==> src/hdl/dvc_pkg.sv <==
`default_nettype none

package dvc_pkg;

  localparam int MAX_PROCS   = 16;
  localparam int CLOCK_BITS  = 32;
  localparam int IDXW        = $clog2(MAX_PROCS);
  localparam int CNTW        = $clog2(MAX_PROCS + 1);
  localparam int QUEUE_DEPTH = 2;
  localparam int QPW         = (QUEUE_DEPTH > 1) ? $clog2(QUEUE_DEPTH) : 1;
  localparam int QCW         = $clog2(QUEUE_DEPTH + 1);

  typedef logic [CLOCK_BITS-1:0] clk_t;
  typedef logic [IDXW-1:0]       idx_t;
  typedef logic [CNTW-1:0]       cnt_t;
  typedef logic [1:0]            kind_t;

  localparam clk_t CLOCK_MAX = '1;

  localparam kind_t KIND_INTERNAL   = 2'd0;
  localparam kind_t KIND_SEND       = 2'd1;
  localparam kind_t KIND_RECV_BEGIN = 2'd2;
  localparam kind_t KIND_ENTRY      = 2'd3;

  typedef enum logic [1:0] {
    OP_BUMP,
    OP_SEND,
    OP_MERGE
  } op_t;

  typedef struct packed {
    op_t  op;
    idx_t slot;
    clk_t value;
  } cmd_t;

  typedef enum logic [2:0] {
    B_IDLE,
    B_BUMP,
    B_RX_CMP,
    B_RX_WR,
    B_SEND_LS,
    B_SCAN,
    B_FLUSH
  } back_st_t;

  // 4-bit process number folded into the vector by repeated subtraction
  function automatic idx_t slot_of(input logic [3:0] v);
    logic [6:0] r;
    r = 7'(v);
    for (int k = 0; k < 8; k++) begin
      if (r >= 7'(MAX_PROCS)) begin
        r = r - 7'(MAX_PROCS);
      end
    end
    return r[IDXW-1:0];
  endfunction

  // received value clipped to the clock range
  function automatic clk_t sat_in(input logic [31:0] v);
    logic [63:0] w;
    w = 64'(v);
    if (w > 64'(CLOCK_MAX)) begin
      return CLOCK_MAX;
    end
    return clk_t'(w);
  endfunction

  function automatic clk_t sat_inc(input clk_t c);
    return (c == CLOCK_MAX) ? c : clk_t'(c + clk_t'(1));
  endfunction

endpackage

`default_nettype wire

==> src/hdl/dvc_in_if.sv <==
`default_nettype none

interface dvc_in_if;
  import dvc_pkg::*;

  logic        valid;
  logic        ready;
  kind_t       kind;
  logic [3:0]  dest;
  logic [3:0]  entry_index;
  logic [31:0] entry_value;

  modport source (output valid, kind, dest, entry_index, entry_value, input ready);
  modport sink   (input valid, kind, dest, entry_index, entry_value, output ready);
endinterface

`default_nettype wire

==> src/hdl/dvc_out_if.sv <==
`default_nettype none

interface dvc_out_if;
  logic        valid;
  logic        ready;
  logic [3:0]  out_index;
  logic [31:0] out_value;
  logic        empty_res;
  logic        last;

  modport source (output valid, out_index, out_value, empty_res, last, input ready);
  modport sink   (input valid, out_index, out_value, empty_res, last, output ready);
endinterface

`default_nettype wire

==> src/hdl/differential_vector_clock_unit.sv <==
`default_nettype none

// Channel   Dir  Handshake          Request contents
// in_req    in   valid/ready        kind, dest, entry_index, entry_value
// out_res   out  valid/ready        out_index, out_value, empty_res, last
// cfg       in   APB psel/penable   paddr 0: own_id, paddr 4: process_count
//
// Internal tick, receive begin: bump own entry. Entry: write, stamp if raised.
// Send: scan min(process_count, 16) entries, flush, bump; the single read port
// of each RAM sets one entry per cycle unless stalled. A two-deep command queue
// lets the front keep taking requests while the back works or the output stalls.
// Synchronous active-low reset clears control and the per-entry valid bits,
// so all clock state reads as zero straight out of reset; no clearing pass.
// A held output request stalls the scan only when a second hit needs the slot.
module differential_vector_clock_unit (
  input  wire logic        clk,
  input  wire logic        rst_n,
  dvc_in_if.sink           in_req,
  dvc_out_if.source        out_res,
  input  wire logic        psel,
  input  wire logic        penable,
  input  wire logic        pwrite,
  input  wire logic [2:0]  paddr,
  input  wire logic [31:0] pwdata,
  output logic      [31:0] prdata,
  output logic             pready
);
  import dvc_pkg::*;

  localparam logic REG_OWN_ID   = 1'b0;
  localparam logic REG_PROC_CNT = 1'b1;
  localparam logic [4:0] PROC_CNT_RST = 5'd16;

  logic [3:0] own_id_r, own_id_nxt;
  logic [4:0] proc_cnt_r, proc_cnt_nxt;
  logic       cfg_wr;

  cmd_t push_cmd, q_head;
  logic push, q_pop, q_empty, q_full;
  idx_t own_slot;
  cnt_t scan_n;

  // APB: zero wait states, registers decoded on the word address bit
  assign pready = 1'b1;
  assign cfg_wr = psel && penable && pwrite;

  always_comb begin
    own_id_nxt   = own_id_r;
    proc_cnt_nxt = proc_cnt_r;
    if (cfg_wr) begin
      case (paddr[2])
        REG_OWN_ID:   own_id_nxt   = pwdata[3:0];
        REG_PROC_CNT: proc_cnt_nxt = pwdata[4:0];
        default:      own_id_nxt   = own_id_r;
      endcase
    end
  end

  always_comb begin
    case (paddr[2])
      REG_OWN_ID:   prdata = 32'(own_id_r);
      REG_PROC_CNT: prdata = 32'(proc_cnt_r);
      default:      prdata = '0;
    endcase
  end

  always_ff @(posedge clk) begin
    if (!rst_n) begin
      own_id_r   <= '0;
      proc_cnt_r <= PROC_CNT_RST;
    end else begin
      own_id_r   <= own_id_nxt;
      proc_cnt_r <= proc_cnt_nxt;
    end
  end

  // own index folds into the vector; scan length clamps to its size
  assign own_slot = slot_of(own_id_r);
  assign scan_n   = (7'(proc_cnt_r) > 7'(MAX_PROCS)) ? cnt_t'(MAX_PROCS)
                                                     : cnt_t'(proc_cnt_r);

  // front: takes requests and turns them into queue commands
  dvc_front u_front (
    .in_req   (in_req),
    .q_full   (q_full),
    .push     (push),
    .push_cmd (push_cmd)
  );

  dvc_queue u_queue (
    .clk      (clk),
    .rst_n    (rst_n),
    .push     (push),
    .push_cmd (push_cmd),
    .pop      (q_pop),
    .head     (q_head),
    .empty    (q_empty),
    .full     (q_full)
  );

  // back: owns the clock, stamp and send-time RAMs and the output register
  dvc_back u_back (
    .clk      (clk),
    .rst_n    (rst_n),
    .q_head   (q_head),
    .q_empty  (q_empty),
    .q_pop    (q_pop),
    .own_slot (own_slot),
    .scan_n   (scan_n),
    .out_res  (out_res)
  );

endmodule

`default_nettype wire

==> src/hdl/dvc_ram.sv <==
`default_nettype none

module dvc_ram #(
  parameter int WIDTH = 32,
  parameter int DEPTH = 16,
  localparam int AW   = (DEPTH > 1) ? $clog2(DEPTH) : 1
) (
  input  wire logic             clk,
  input  wire logic             we,
  input  wire logic [AW-1:0]    waddr,
  input  wire logic [WIDTH-1:0] wdata,
  input  wire logic             re,
  input  wire logic [AW-1:0]    raddr,
  output logic      [WIDTH-1:0] rdata
);

  logic [WIDTH-1:0] mem [DEPTH];

  always_ff @(posedge clk) begin
    if (we) begin
      mem[waddr] <= wdata;
    end
    if (re) begin
      rdata <= mem[raddr];
    end
  end

endmodule

`default_nettype wire

==> src/hdl/dvc_front.sv <==
`default_nettype none

module dvc_front (
  dvc_in_if.sink         in_req,
  input  wire logic      q_full,
  output logic           push,
  output dvc_pkg::cmd_t  push_cmd
);
  import dvc_pkg::*;

  logic       drop;
  logic [6:0] eidx7;

  assign in_req.ready = !q_full;
  assign eidx7        = 7'(in_req.entry_index);

  always_comb begin
    drop           = 1'b0;
    push_cmd.op    = OP_BUMP;
    push_cmd.slot  = '0;
    push_cmd.value = sat_in(in_req.entry_value);
    case (in_req.kind)
      KIND_INTERNAL, KIND_RECV_BEGIN: begin
        push_cmd.op = OP_BUMP;
      end
      KIND_SEND: begin
        push_cmd.op   = OP_SEND;
        push_cmd.slot = slot_of(in_req.dest);
      end
      KIND_ENTRY: begin
        push_cmd.op   = OP_MERGE;
        push_cmd.slot = eidx7[IDXW-1:0];
        // entries for processes outside the vector are discarded here
        drop          = (eidx7 >= 7'(MAX_PROCS));
      end
      default: begin
        drop = 1'b1;
      end
    endcase
  end

  assign push = in_req.valid && in_req.ready && !drop;

endmodule

`default_nettype wire

==> src/hdl/dvc_queue.sv <==
`default_nettype none

module dvc_queue (
  input  wire logic           clk,
  input  wire logic           rst_n,
  input  wire logic           push,
  input  wire dvc_pkg::cmd_t  push_cmd,
  input  wire logic           pop,
  output dvc_pkg::cmd_t       head,
  output logic                empty,
  output logic                full
);
  import dvc_pkg::*;

  cmd_t           mem_r [QUEUE_DEPTH];
  logic [QPW-1:0] wp_r, wp_nxt;
  logic [QPW-1:0] rp_r, rp_nxt;
  logic [QCW-1:0] cnt_r, cnt_nxt;

  assign empty = (cnt_r == '0);
  assign full  = (cnt_r == QCW'(QUEUE_DEPTH));
  assign head  = mem_r[rp_r];

  always_comb begin
    wp_nxt  = wp_r;
    rp_nxt  = rp_r;
    cnt_nxt = cnt_r;
    if (push) begin
      wp_nxt = (wp_r == QPW'(QUEUE_DEPTH - 1)) ? '0 : QPW'(wp_r + 1'b1);
    end
    if (pop) begin
      rp_nxt = (rp_r == QPW'(QUEUE_DEPTH - 1)) ? '0 : QPW'(rp_r + 1'b1);
    end
    if (push && !pop) begin
      cnt_nxt = QCW'(cnt_r + 1'b1);
    end else if (pop && !push) begin
      cnt_nxt = QCW'(cnt_r - 1'b1);
    end
  end

  always_ff @(posedge clk) begin
    if (!rst_n) begin
      wp_r  <= '0;
      rp_r  <= '0;
      cnt_r <= '0;
    end else begin
      wp_r  <= wp_nxt;
      rp_r  <= rp_nxt;
      cnt_r <= cnt_nxt;
    end
  end

  always_ff @(posedge clk) begin
    if (push) begin
      mem_r[wp_r] <= push_cmd;
    end
  end

endmodule

`default_nettype wire

==> src/hdl/dvc_back.sv <==
`default_nettype none

module dvc_back (
  input  wire logic           clk,
  input  wire logic           rst_n,
  input  wire dvc_pkg::cmd_t  q_head,
  input  wire logic           q_empty,
  output logic                q_pop,
  input  wire dvc_pkg::idx_t  own_slot,
  input  wire dvc_pkg::cnt_t  scan_n,
  dvc_out_if.source           out_res
);
  import dvc_pkg::*;

  back_st_t st_r, st_nxt;

  cmd_t cur_r, cur_nxt;
  clk_t ls_r, ls_nxt;
  cnt_t issue_r, issue_nxt;
  logic dv_r, dv_nxt;
  idx_t di_r, di_nxt;
  logic pend_v_r, pend_v_nxt;
  idx_t pend_idx_r, pend_idx_nxt;
  clk_t pend_val_r, pend_val_nxt;
  logic same_r, same_nxt;

  logic        out_vld_r, out_vld_nxt;
  logic [3:0]  out_idx_r, out_idx_nxt;
  logic [31:0] out_val_r, out_val_nxt;
  logic        out_empty_r, out_empty_nxt;
  logic        out_last_r, out_last_nxt;

  logic [MAX_PROCS-1:0] cv_vld_r, cv_vld_nxt;
  logic [MAX_PROCS-1:0] ua_vld_r, ua_vld_nxt;
  logic [MAX_PROCS-1:0] sa_vld_r, sa_vld_nxt;
  logic cv_rv_r, cv_rv_nxt;
  logic ua_rv_r, ua_rv_nxt;
  logic sa_rv_r, sa_rv_nxt;

  logic cv_we, cv_re, ua_we, ua_re, sa_we, sa_re;
  idx_t cv_waddr, cv_raddr, ua_waddr, ua_raddr, sa_waddr, sa_raddr;
  clk_t cv_wdata, ua_wdata, sa_wdata;
  clk_t cv_rdata, ua_rdata, sa_rdata;
  clk_t cv_d, ua_d, sa_d;

  logic        push, push_empty, push_last;
  logic [3:0]  push_idx;
  logic [31:0] push_val;
  logic        out_free, hit, blocked;
  clk_t        nv;

  dvc_ram #(.WIDTH(CLOCK_BITS), .DEPTH(MAX_PROCS)) u_cv_ram (
    .clk(clk), .we(cv_we), .waddr(cv_waddr), .wdata(cv_wdata),
    .re(cv_re), .raddr(cv_raddr), .rdata(cv_rdata)
  );

  dvc_ram #(.WIDTH(CLOCK_BITS), .DEPTH(MAX_PROCS)) u_ua_ram (
    .clk(clk), .we(ua_we), .waddr(ua_waddr), .wdata(ua_wdata),
    .re(ua_re), .raddr(ua_raddr), .rdata(ua_rdata)
  );

  dvc_ram #(.WIDTH(CLOCK_BITS), .DEPTH(MAX_PROCS)) u_sa_ram (
    .clk(clk), .we(sa_we), .waddr(sa_waddr), .wdata(sa_wdata),
    .re(sa_re), .raddr(sa_raddr), .rdata(sa_rdata)
  );

  // never-written entries read as zero
  assign cv_d = cv_rv_r ? cv_rdata : '0;
  assign ua_d = ua_rv_r ? ua_rdata : '0;
  assign sa_d = sa_rv_r ? sa_rdata : '0;

  assign out_free = !out_vld_r || out_res.ready;
  assign nv       = sat_inc(cv_d);
  assign hit      = dv_r && (ls_r < ua_d);
  // a hit can only retire when the held entry has somewhere to go
  assign blocked  = hit && pend_v_r && !out_free;

  always_comb begin
    st_nxt       = st_r;
    cur_nxt      = cur_r;
    ls_nxt       = ls_r;
    issue_nxt    = issue_r;
    dv_nxt       = dv_r;
    di_nxt       = di_r;
    pend_v_nxt   = pend_v_r;
    pend_idx_nxt = pend_idx_r;
    pend_val_nxt = pend_val_r;
    same_nxt     = same_r;
    q_pop        = 1'b0;
    cv_we = 1'b0; cv_waddr = '0; cv_wdata = '0; cv_re = 1'b0; cv_raddr = '0;
    ua_we = 1'b0; ua_waddr = '0; ua_wdata = '0; ua_re = 1'b0; ua_raddr = '0;
    sa_we = 1'b0; sa_waddr = '0; sa_wdata = '0; sa_re = 1'b0; sa_raddr = '0;
    push       = 1'b0;
    push_idx   = '0;
    push_val   = '0;
    push_empty = 1'b0;
    push_last  = 1'b0;

    case (st_r)
      B_IDLE: begin
        if (!q_empty) begin
          q_pop   = 1'b1;
          cur_nxt = q_head;
          case (q_head.op)
            OP_BUMP: begin
              cv_re    = 1'b1;
              cv_raddr = own_slot;
              st_nxt   = B_BUMP;
            end
            OP_MERGE: begin
              cv_re    = 1'b1;
              cv_raddr = q_head.slot;
              st_nxt   = B_RX_CMP;
            end
            OP_SEND: begin
              sa_re    = 1'b1;
              sa_raddr = q_head.slot;
              st_nxt   = B_SEND_LS;
            end
            default: begin
              st_nxt = B_IDLE;
            end
          endcase
        end
      end
      B_BUMP: begin
        cv_we    = 1'b1;
        cv_waddr = own_slot;
        cv_wdata = nv;
        ua_we    = 1'b1;
        ua_waddr = own_slot;
        ua_wdata = nv;
        if (cur_r.op == OP_SEND) begin
          sa_we    = 1'b1;
          sa_waddr = cur_r.slot;
          sa_wdata = nv;
        end
        st_nxt = B_IDLE;
      end
      B_RX_CMP: begin
        if (cur_r.value > cv_d) begin
          cv_we    = 1'b1;
          cv_waddr = cur_r.slot;
          cv_wdata = cur_r.value;
          cv_re    = 1'b1;
          cv_raddr = own_slot;
          same_nxt = (cur_r.slot == own_slot);
          st_nxt   = B_RX_WR;
        end else begin
          st_nxt = B_IDLE;
        end
      end
      B_RX_WR: begin
        // raising our own entry stamps it with the new value itself
        ua_we    = 1'b1;
        ua_waddr = cur_r.slot;
        ua_wdata = same_r ? cur_r.value : cv_d;
        st_nxt   = B_IDLE;
      end
      B_SEND_LS: begin
        ls_nxt     = sa_d;
        issue_nxt  = '0;
        dv_nxt     = 1'b0;
        pend_v_nxt = 1'b0;
        st_nxt     = B_SCAN;
      end
      B_SCAN: begin
        if (!blocked) begin
          if (hit) begin
            if (pend_v_r) begin
              push     = 1'b1;
              push_idx = 4'(pend_idx_r);
              push_val = 32'(pend_val_r);
            end
            pend_v_nxt   = 1'b1;
            pend_idx_nxt = di_r;
            pend_val_nxt = cv_d;
          end
          if (issue_r < scan_n) begin
            cv_re     = 1'b1;
            cv_raddr  = issue_r[IDXW-1:0];
            ua_re     = 1'b1;
            ua_raddr  = issue_r[IDXW-1:0];
            di_nxt    = issue_r[IDXW-1:0];
            dv_nxt    = 1'b1;
            issue_nxt = cnt_t'(issue_r + 1'b1);
          end else begin
            dv_nxt = 1'b0;
            st_nxt = B_FLUSH;
          end
        end
      end
      B_FLUSH: begin
        if (out_free) begin
          push      = 1'b1;
          push_last = 1'b1;
          if (pend_v_r) begin
            push_idx = 4'(pend_idx_r);
            push_val = 32'(pend_val_r);
          end else begin
            push_empty = 1'b1;
          end
          pend_v_nxt = 1'b0;
          cv_re      = 1'b1;
          cv_raddr   = own_slot;
          st_nxt     = B_BUMP;
        end
      end
      default: begin
        st_nxt = B_IDLE;
      end
    endcase
  end

  always_comb begin
    cv_vld_nxt = cv_vld_r;
    ua_vld_nxt = ua_vld_r;
    sa_vld_nxt = sa_vld_r;
    cv_rv_nxt  = cv_rv_r;
    ua_rv_nxt  = ua_rv_r;
    sa_rv_nxt  = sa_rv_r;
    if (cv_we) cv_vld_nxt[cv_waddr] = 1'b1;
    if (ua_we) ua_vld_nxt[ua_waddr] = 1'b1;
    if (sa_we) sa_vld_nxt[sa_waddr] = 1'b1;
    if (cv_re) cv_rv_nxt = cv_vld_r[cv_raddr];
    if (ua_re) ua_rv_nxt = ua_vld_r[ua_raddr];
    if (sa_re) sa_rv_nxt = sa_vld_r[sa_raddr];
  end

  always_comb begin
    out_vld_nxt   = out_vld_r;
    out_idx_nxt   = out_idx_r;
    out_val_nxt   = out_val_r;
    out_empty_nxt = out_empty_r;
    out_last_nxt  = out_last_r;
    if (push) begin
      out_vld_nxt   = 1'b1;
      out_idx_nxt   = push_idx;
      out_val_nxt   = push_val;
      out_empty_nxt = push_empty;
      out_last_nxt  = push_last;
    end else if (out_res.ready) begin
      out_vld_nxt = 1'b0;
    end
  end

  always_ff @(posedge clk) begin
    if (!rst_n) begin
      st_r      <= B_IDLE;
      dv_r      <= 1'b0;
      pend_v_r  <= 1'b0;
      out_vld_r <= 1'b0;
      cv_vld_r  <= '0;
      ua_vld_r  <= '0;
      sa_vld_r  <= '0;
      cv_rv_r   <= 1'b0;
      ua_rv_r   <= 1'b0;
      sa_rv_r   <= 1'b0;
      issue_r   <= '0;
    end else begin
      st_r      <= st_nxt;
      dv_r      <= dv_nxt;
      pend_v_r  <= pend_v_nxt;
      out_vld_r <= out_vld_nxt;
      cv_vld_r  <= cv_vld_nxt;
      ua_vld_r  <= ua_vld_nxt;
      sa_vld_r  <= sa_vld_nxt;
      cv_rv_r   <= cv_rv_nxt;
      ua_rv_r   <= ua_rv_nxt;
      sa_rv_r   <= sa_rv_nxt;
      issue_r   <= issue_nxt;
    end
  end

  always_ff @(posedge clk) begin
    cur_r       <= cur_nxt;
    ls_r        <= ls_nxt;
    di_r        <= di_nxt;
    pend_idx_r  <= pend_idx_nxt;
    pend_val_r  <= pend_val_nxt;
    same_r      <= same_nxt;
    out_idx_r   <= out_idx_nxt;
    out_val_r   <= out_val_nxt;
    out_empty_r <= out_empty_nxt;
    out_last_r  <= out_last_nxt;
  end

  assign out_res.valid     = out_vld_r;
  assign out_res.out_index = out_idx_r;
  assign out_res.out_value = out_val_r;
  assign out_res.empty_res = out_empty_r;
  assign out_res.last      = out_last_r;

`ifndef SYNTHESIS
  a_push_in_send: assert property (@(posedge clk) disable iff (!rst_n)
    push |-> (st_r == B_SCAN || st_r == B_FLUSH))
    else $error("result pushed outside a send");

  a_empty_is_last: assert property (@(posedge clk) disable iff (!rst_n)
    (out_vld_r && out_empty_r) |-> out_last_r)
    else $error("empty result without last");

  a_scan_bound: assert property (@(posedge clk) disable iff (!rst_n)
    (st_r == B_SCAN) |-> (issue_r <= scan_n))
    else $error("scan index past process count");

  a_no_write_in_scan: assert property (@(posedge clk) disable iff (!rst_n)
    (st_r == B_SCAN) |-> (!cv_we && !ua_we && !sa_we))
    else $error("state written during send scan");

  a_pop_idle: assert property (@(posedge clk) disable iff (!rst_n)
    q_pop |-> (st_r == B_IDLE && !q_empty))
    else $error("queue popped while busy");
`endif

endmodule

`default_nettype wire
==> src/flat_wrapper.sv <==
// flat-port wrapper written by rule: the top's interface ports become plain ports
module differential_vector_clock_unit_flat import dvc_pkg::*;
  (clk, rst_n, psel, penable, pwrite, paddr, pwdata, prdata, pready, in_req_valid, in_req_kind, in_req_dest, in_req_entry_index, in_req_entry_value, in_req_ready, out_res_valid, out_res_out_index, out_res_out_value, out_res_empty_res, out_res_last, out_res_ready);
  dvc_in_if in_req_i ();
  dvc_out_if out_res_i ();
  input  wire logic clk;
  input  wire logic rst_n;
  input  wire logic psel;
  input  wire logic penable;
  input  wire logic pwrite;
  input  wire logic [2:0] paddr;
  input  wire logic [31:0] pwdata;
  output logic      [31:0] prdata;
  output logic pready;
  input wire logic [$bits(in_req_i.valid)-1:0] in_req_valid;
  input wire logic [$bits(in_req_i.kind)-1:0] in_req_kind;
  input wire logic [$bits(in_req_i.dest)-1:0] in_req_dest;
  input wire logic [$bits(in_req_i.entry_index)-1:0] in_req_entry_index;
  input wire logic [$bits(in_req_i.entry_value)-1:0] in_req_entry_value;
  output wire logic [$bits(in_req_i.ready)-1:0] in_req_ready;
  output wire logic [$bits(out_res_i.valid)-1:0] out_res_valid;
  output wire logic [$bits(out_res_i.out_index)-1:0] out_res_out_index;
  output wire logic [$bits(out_res_i.out_value)-1:0] out_res_out_value;
  output wire logic [$bits(out_res_i.empty_res)-1:0] out_res_empty_res;
  output wire logic [$bits(out_res_i.last)-1:0] out_res_last;
  input wire logic [$bits(out_res_i.ready)-1:0] out_res_ready;
  assign in_req_i.valid = in_req_valid;
  assign in_req_i.kind = in_req_kind;
  assign in_req_i.dest = in_req_dest;
  assign in_req_i.entry_index = in_req_entry_index;
  assign in_req_i.entry_value = in_req_entry_value;
  assign in_req_ready = in_req_i.ready;
  assign out_res_valid = out_res_i.valid;
  assign out_res_out_index = out_res_i.out_index;
  assign out_res_out_value = out_res_i.out_value;
  assign out_res_empty_res = out_res_i.empty_res;
  assign out_res_last = out_res_i.last;
  assign out_res_i.ready = out_res_ready;
  differential_vector_clock_unit u_core (.clk(clk), .rst_n(rst_n), .in_req(in_req_i), .out_res(out_res_i), .psel(psel), .penable(penable), .pwrite(pwrite), .paddr(paddr), .pwdata(pwdata), .prdata(prdata), .pready(pready));
endmodule
==> config.mk <==
export PLATFORM = sky130hd
export DESIGN_NAME = differential_vector_clock_unit_flat
export DESIGN_NICKNAME = d
export VERILOG_FILES = /design/src/hdl/dvc_pkg.sv /design/src/hdl/dvc_in_if.sv /design/src/hdl/dvc_out_if.sv /design/src/hdl/differential_vector_clock_unit.sv /design/src/hdl/dvc_ram.sv /design/src/hdl/dvc_front.sv /design/src/hdl/dvc_queue.sv /design/src/hdl/dvc_back.sv /design/src/flat_wrapper.sv
export SDC_FILE = /design/constraint.sdc
export NUM_CORES = 2
export LEC_CHECK = 0
export BUFFER_PORTS_ARGS = -buffer_cell sky130_fd_sc_hd__buf_2
export CAP_MARGIN = 20
export CORE_MARGIN = 1
export CORE_UTILIZATION = 35
export CTS_BUF_LIST = sky130_fd_sc_hd__clkbuf_4
export DETAILED_ROUTE_END_ITERATION = 16
export PLACE_DENSITY_LB_ADDON = 0.25
export SLEW_MARGIN = 40
export SYNTH_ARGS = -nofsm -noshare
export SYNTH_HDL_FRONTEND = slang
export SYNTH_HIERARCHICAL = 1
export SYNTH_SLANG_ARGS = --single-unit
==> constraint.sdc <==
create_clock -name clk -period 7.95 [get_ports clk]
set_clock_uncertainty 0.2 [all_clocks]
set_input_delay 1.1925 -clock clk [delete_from_list [all_inputs] [get_ports clk]]
set_output_delay 1.1925 -clock clk [all_outputs]
set_load 0.01 [all_outputs]
# After elaboration in Yosys (flattened, before gate mapping)
# Memories as Yosys holds them, arrays and structs flattened. A register that Yosys moved wholly into a read port is not among the register bits.
# Index checks and enable logic that the tools add are counted.
totals:
  ff_bits: 224
  mem_bits_rw: 1612
  output_inout_bits: 73
  memories: 4
classes:
  add_sub_neg: 6
  magnitude_cmp: 14
  eq_ne: 21
  n_mux: 106
  bitwise: 6
  n_reduce_logical: 41
mem_list:
  columns: ["memory", "depth", "width", "rd", "rd_ports_with_merged_regs", "wr", "line_no", "text"]
  rows:
  - ["u_core.u_back.u_cv_ram.mem", 16, 32, 1, 1, 1, "dvc_ram.sv:17", "logic [WIDTH-1:0] mem [DEPTH];"]
  - ["u_core.u_back.u_sa_ram.mem", 16, 32, 1, 1, 1, "dvc_ram.sv:17", null]
  - ["u_core.u_back.u_ua_ram.mem", 16, 32, 1, 1, 1, "dvc_ram.sv:17", null]
  - ["u_core.u_queue.mem_r", 2, 38, 1, 1, 1, "dvc_queue.sv:15", "cmd_t mem_r [QUEUE_DEPTH];"]
op_table:
  columns: ["operator", "count"]
  rows:
  - ["two-way mux 32 bit", 11]
  - ["case mux 32 bit (2 select lines)", 4]
  - ["two-way mux 4 bit", 16]
  - ["bitwise OR 16 bit", 3]
  - ["two-way mux 1 bit", 44]
  - ["case mux 4 bit (2 select lines)", 5]
  - ["adder 32 x 1 -> 32 bit (second input constant)", 1]
  - ["== test 32 bit (second input constant)", 1]
  - ["> comparator 32 bit", 1]
  - ["less-than comparator 32 bit", 1]
  - ["less-than comparator 4 x 5 -> 1 bit (second input constant)", 6]
  - ["case mux 4 bit (4 select lines)", 1]
  - ["two-way mux 5 bit", 3]
  - ["case mux 3 bit (5 select lines)", 1]
  - ["binary-select mux 1 bit (select 4 bit)", 3]
  - ["demux 1 bit (select 4 bit)", 3]
  - ["greater-or-equal comparator 4 x 1 -> 1 bit (second input constant)", 3]
  - ["logical AND 1 bit", 12]
  - ["two-way mux 3 bit", 4]
  - ["!= test 2 bit (second input constant)", 6]
  - ["AND reduction 2 bit", 6]
  - ["case mux 5 bit (2 select lines)", 1]
  - ["== test 3 bit (second input constant)", 3]
  - ["case mux 3 bit (3 select lines)", 1]
  - ["other kinds (27)", 54]

# Longest topological paths before layout
logic_depth:
  ltp_word: 9
  mapped_depth: 20
  ltp_nobuf: 13

# Cells and area by module
# Netlist, hierarchy kept.
modules_own_cells:
  columns: ["mod", "n_inst", "cells_per_inst", "area_each_um2"]
  rows:
  - ["dvc_ram", 3, 838, 20155.6]
  - ["dvc_back", 1, 1274, 11722.5]
  - ["dvc_queue", 1, 140, 2964.1]
  - ["differential_vector_clock_unit", 1, 76, 666.9]
  - ["dvc_front", 1, 45, 342.8]

# Worst setup path before layout
# No wires, ideal clock.
synth_timing:
  kind: "register to register"
  startpoint: "register u_core.u_back.cv_rv_r"
  endpoint: "memory u_core.u_back.u_cv_ram.mem[0][0], enable pin"
  setup_ns: 0.461
  arrival_ns: 6.431
  setup_slack_ns: 0.858
  path_stages_with_launch: 18
  path_cell_list: "dfxtp_1 -> buf_2 -> buf_2 -> buf_1 -> clkbuf_1 -> nand2_1 -> ha_1 -> nand4_2 -> or4_4 -> o211ai_2 -> a311oi_1 -> or2_1 -> buf_2 -> clkbuf_1 -> a22oi_1 -> inv_1 -> or3b_2 -> nor3_1"
synth_between:
  word_cells_on_any_way: 8
synth_rtl:
  columns: ["element", "line_no", "text"]
  rows:
  - ["from (decl)", "dvc_back.sv:36", "logic cv_rv_r, cv_rv_nxt;"]
  - ["from (signal assigned)", "dvc_back.sv:268", "cv_rv_r <= cv_rv_nxt;"]
  - ["two-way mux 32 bit", "dvc_back.sv:68", "assign cv_d = cv_rv_r ? cv_rdata : '0;"]
  - ["> comparator 32 bit", "dvc_back.sv:141", "if (cur_r.value > cv_d) begin"]
  - ["two-way mux 4 bit", "dvc_back.sv:141", null]
  - ["case mux 4 bit (2 select lines)", "dvc_back.sv:99", "case (st_r)"]
  - ["via u_core.u_back.cv_waddr[3]", "dvc_back.sv:41", "idx_t cv_waddr, cv_raddr, ua_waddr, ua_raddr, sa_waddr, sa_raddr;"]
  - ["to (decl)", "dvc_ram.sv:17", null]
# The timed path passes the listed nets, and every way through them passes these cells.

# Worst setup path after layout
layout_timing:
  startpoint: "register u_core.u_back.cv_rv_r"
  endpoint: "memory u_core.u_back.u_cv_ram.mem[3][30], enable pin"
# Same word-level chain as after synthesis.

==> impl_metrics.yaml <==
run_status:
  status: "completed"
grt:
  grt_remaining_overflow: 0
  antenna_found_initial: 14
  grt_max_degree: 81
  grt_pass1_wl_mm: 292.8
  grt_pass1_vias: 42110
  grt_usage: 0.1870
clock_network:
  clkLatencyLatePin_ns: 1.39
  cts_tree: "built"
  clockBufferDepth: 4
  ctsResizeCount: 0
  clock-root-buffer: "clkbuf_4"
  cts.reportedPaths.clkPinSlew_ns: 0.07
  cts_inserted_buffers: 497
  htreeDepth: 5
  cts_sinks: 1933
critical_path:
  path_max_fanout: 20
  cp_cell_sequence: "buf_4 -> nand2_1 -> ha_1 -> nand4_1 -> or4_4 -> o211ai_2 -> a311oi_1 -> buf_4 -> or2_2 -> a22oi_1 -> buf_2 -> inv_1 -> or3b_2 -> nor2_4 -> buf_4"
  path_class: "flip-flop to flip-flop"
  critical_path.endpoint_type: "flip-flop"
  critPathRequiredTime_ns: 8.69
  regToRegSetupSlack_ns: 2.16
  cpMaxStageDelayCell: "or3b_2"
  arrival_ns: 6.53
  startpoint_type: "flip-flop"
  max_stage_delay_ns: 0.62
  cp_common_cell: "buf_4"
synthesis:
  async_flop_share: 0
  synth_edf_count: 1857
  synthTopCellsByArea: "edfxtp_1 73%, mux4_2 12%, dfxtp_1 2.0%"
  yosysUniqueCellTypes: 70
  synth_common_cells: "1,857 x edfxtp_1, 389 x mux4_2, 319 x nand2_1"
  yosysMostFrequentCell: "edfxtp_1"
  syn_area_mm2: 0.07616
  yosys_warnings: 6
  synth_flop_cell: "edfxtp_1"
  syn_area_per_cell_um2: 18.81
  synth_top_area_share: 0.7322
  netlist_instances: 4049
  yosysTopAreaCell: "edfxtp_1"
  ys_ff_latch: 1933
  seq_area_frac_synth: 0.7521
floorplan:
  coreArea_mm2: 0.2155
  start_util: 0.3535
  die_x_um: 468.5
  ios: 157
  die_h_um: 468.5
  rows: 170
  die-area_mm2: 0.2195
finish:
  nets: 4798
  final_util: 0.4082
  area_growth_pct: 15.49
  n_fill_cell: 19430
  multiInputGateArea_mm2: 0.01803
  fin_area_mm2: 0.08796
  fin_cells: 7820
  drive_gt1_frac: 0.3213
  regArea_mm2: 0.05729
worst_hold_path:
  hp-class: "flip-flop to flip-flop"
placement:
  port_buffers: 99
  placed_area_mm2: 0.08134
  place_ws_ns: 1.751
  dp_hpwl_mm: 127.1
  numPlacedInstances: 6924
  place_congestion: 0.8617
route:
  drt-vias-per-instance: 5.244
  wl_per_cell_um: 26.24
  vias: 41010
  antenna_left: 0
  dr.pass1.iters: 6
  drc: 0
  drt_iter0_drc: 3806
  routed_wirelength_mm: 205.2
sta:
  rsz0062_at_grt: "no"
  max-slew-margin-rel: 0.3968
  setup_viol: 0
  max_freq_ghz: 0.1727
  tns_ns: 0
  drv_slew: 0
  final.min_clock_period_ns: 5.789
  final_hold_viol_count: 0
  tightest_slew_ns: 0.8988
  period_share: 0.7282
  worst_slack_ns: 2.161
  holdWs_ns: 0.2136
power:
  power.density_mw_per_mm2: 267.5
  worst_ir_drop_vdd_mv: 0.1492
  power_leakage_nw: 28.52
  p_total_mw: 23.53
run:
  drv_cap: 0
## layout by cell type (no fill, tap or decap), drive strengths merged, types with 7 or more instances in the layout
cell type / n
a31oi: 15
nand3: 25
o21ai: 64
dfxtp: 76
buf: 274
xnor2: 24
a21oi: 103
clkinv: 95
edfxtp: 1857
ha: 70
xor2: 10
or3: 8
nand2: 319
mux4: 389
a21o: 7
and3: 9
nor3: 39
nand3b: 8
mux2: 47
nor2: 203
nor2b: 26
nand2b: 19
and2: 84
nand4: 22
inv: 63
conb: 28
clkbuf: 729
dlygate4sd3: 57
mux2i: 31
nor4: 10
a22oi: 196
## area by class of cell
class | instances | area share
Clock buffer | 729 | 0.06222
Antenna cell | 6 | 0.0001707
Timing Repair Buffer | 331 | 0.03329
Clock inverter | 102 | 0.004893
Multi-Input combinational cell | 1822 | 0.2050
Sequential cell | 1933 | 0.6513
Tap cell | 2838 | 0.04037
Inverter | 59 | 0.002774
## path summary, 6_finish.rpt
kind | cells past startpoint | startpoint | endpoint
worst max-delay path | 15 | u_core/u_back/cv_rv_r | u_core/u_back/u_cv_ram/mem[3][30]
worst min-delay path | 0 | u_core/u_back/di_r[0] | u_core/u_back/pend_idx_r[0]
worst max register to register | 15 | u_core/u_back/cv_rv_r | u_core/u_back/u_cv_ram/mem[3][30]
worst min register to register | 0 | u_core/u_back/di_r[0] | u_core/u_back/pend_idx_r[0]
## kinds of logic (layout without fill, tap and decap cells)
family | count (synthesis) | after routing | synth area share
flops | 1933 | 1933 | 0.7521
buf+inv | 320 | 1221 | 0.02104
xor+xnor | 34 | 34 | 0.003910
fa+ha+maj | 70 | 70 | 0.01150
other cells | 2 | 34 | 0.00009860
mux | 467 | 467 | 0.1261
compound gates | 431 | 431 | 0.03754
simple gates | 792 | 792 | 0.04772
## worst max-delay path: cells and delay by family, from the launching register on
kind | cells | cell delay [ns]
buf+inv | 5 | 1.31
fa+ha+maj | 1 | 0.36
compound gates | 3 | 0.61
simple gates | 6 | 2.60
flops | 1 | 0.37
## report_power, final
group	internal, mW	switching [mW]
Clock	4.17	3.84
Sequential	12.0	0.496
Combinational	1.06	1.96
## what timing repair did
item	in CTS	in global routing
buffers inserted	0	0
hold buffers	57	0
endpoints found under the hold margin	89	0
## metal layers
layer	vias to the layer above	GRT usage	part of all wire
met5	-	0	0
met4	0	0.06890	0.028
met3	299	0.03446	0.063
met2	1540	0.3091	0.49
met1	21510	0.2457	0.42
li1	17650	-	-
## state kept, by name (all words and copies together) (netlist names), 16 cells and up, named ones only
| name | flops |
|---|---|
| u_core/u_back/cv_vld_r | 16 |
| u_core/u_back/u_sa_ram/rdata | 32 |
| u_core/u_back/ua_vld_r | 16 |
| u_core/u_back/out_res.out_value | 32 |
| u_core/u_queue/mem_r | 76 |
| u_core/u_back/u_cv_ram/rdata | 32 |
| u_core/u_back/u_sa_ram/mem | 512 |
| u_core/u_back/cur_r | 38 |
| u_core/u_back/ls_r | 32 |
| u_core/u_back/sa_vld_r | 16 |
| u_core/u_back/u_cv_ram/mem | 512 |
| u_core/u_back/u_ua_ram/mem | 512 |
| u_core/u_back/u_ua_ram/rdata | 32 |
| u_core/u_back/pend_val_r | 32 |
No activity file was read; power rests on OpenSTA's default activity.
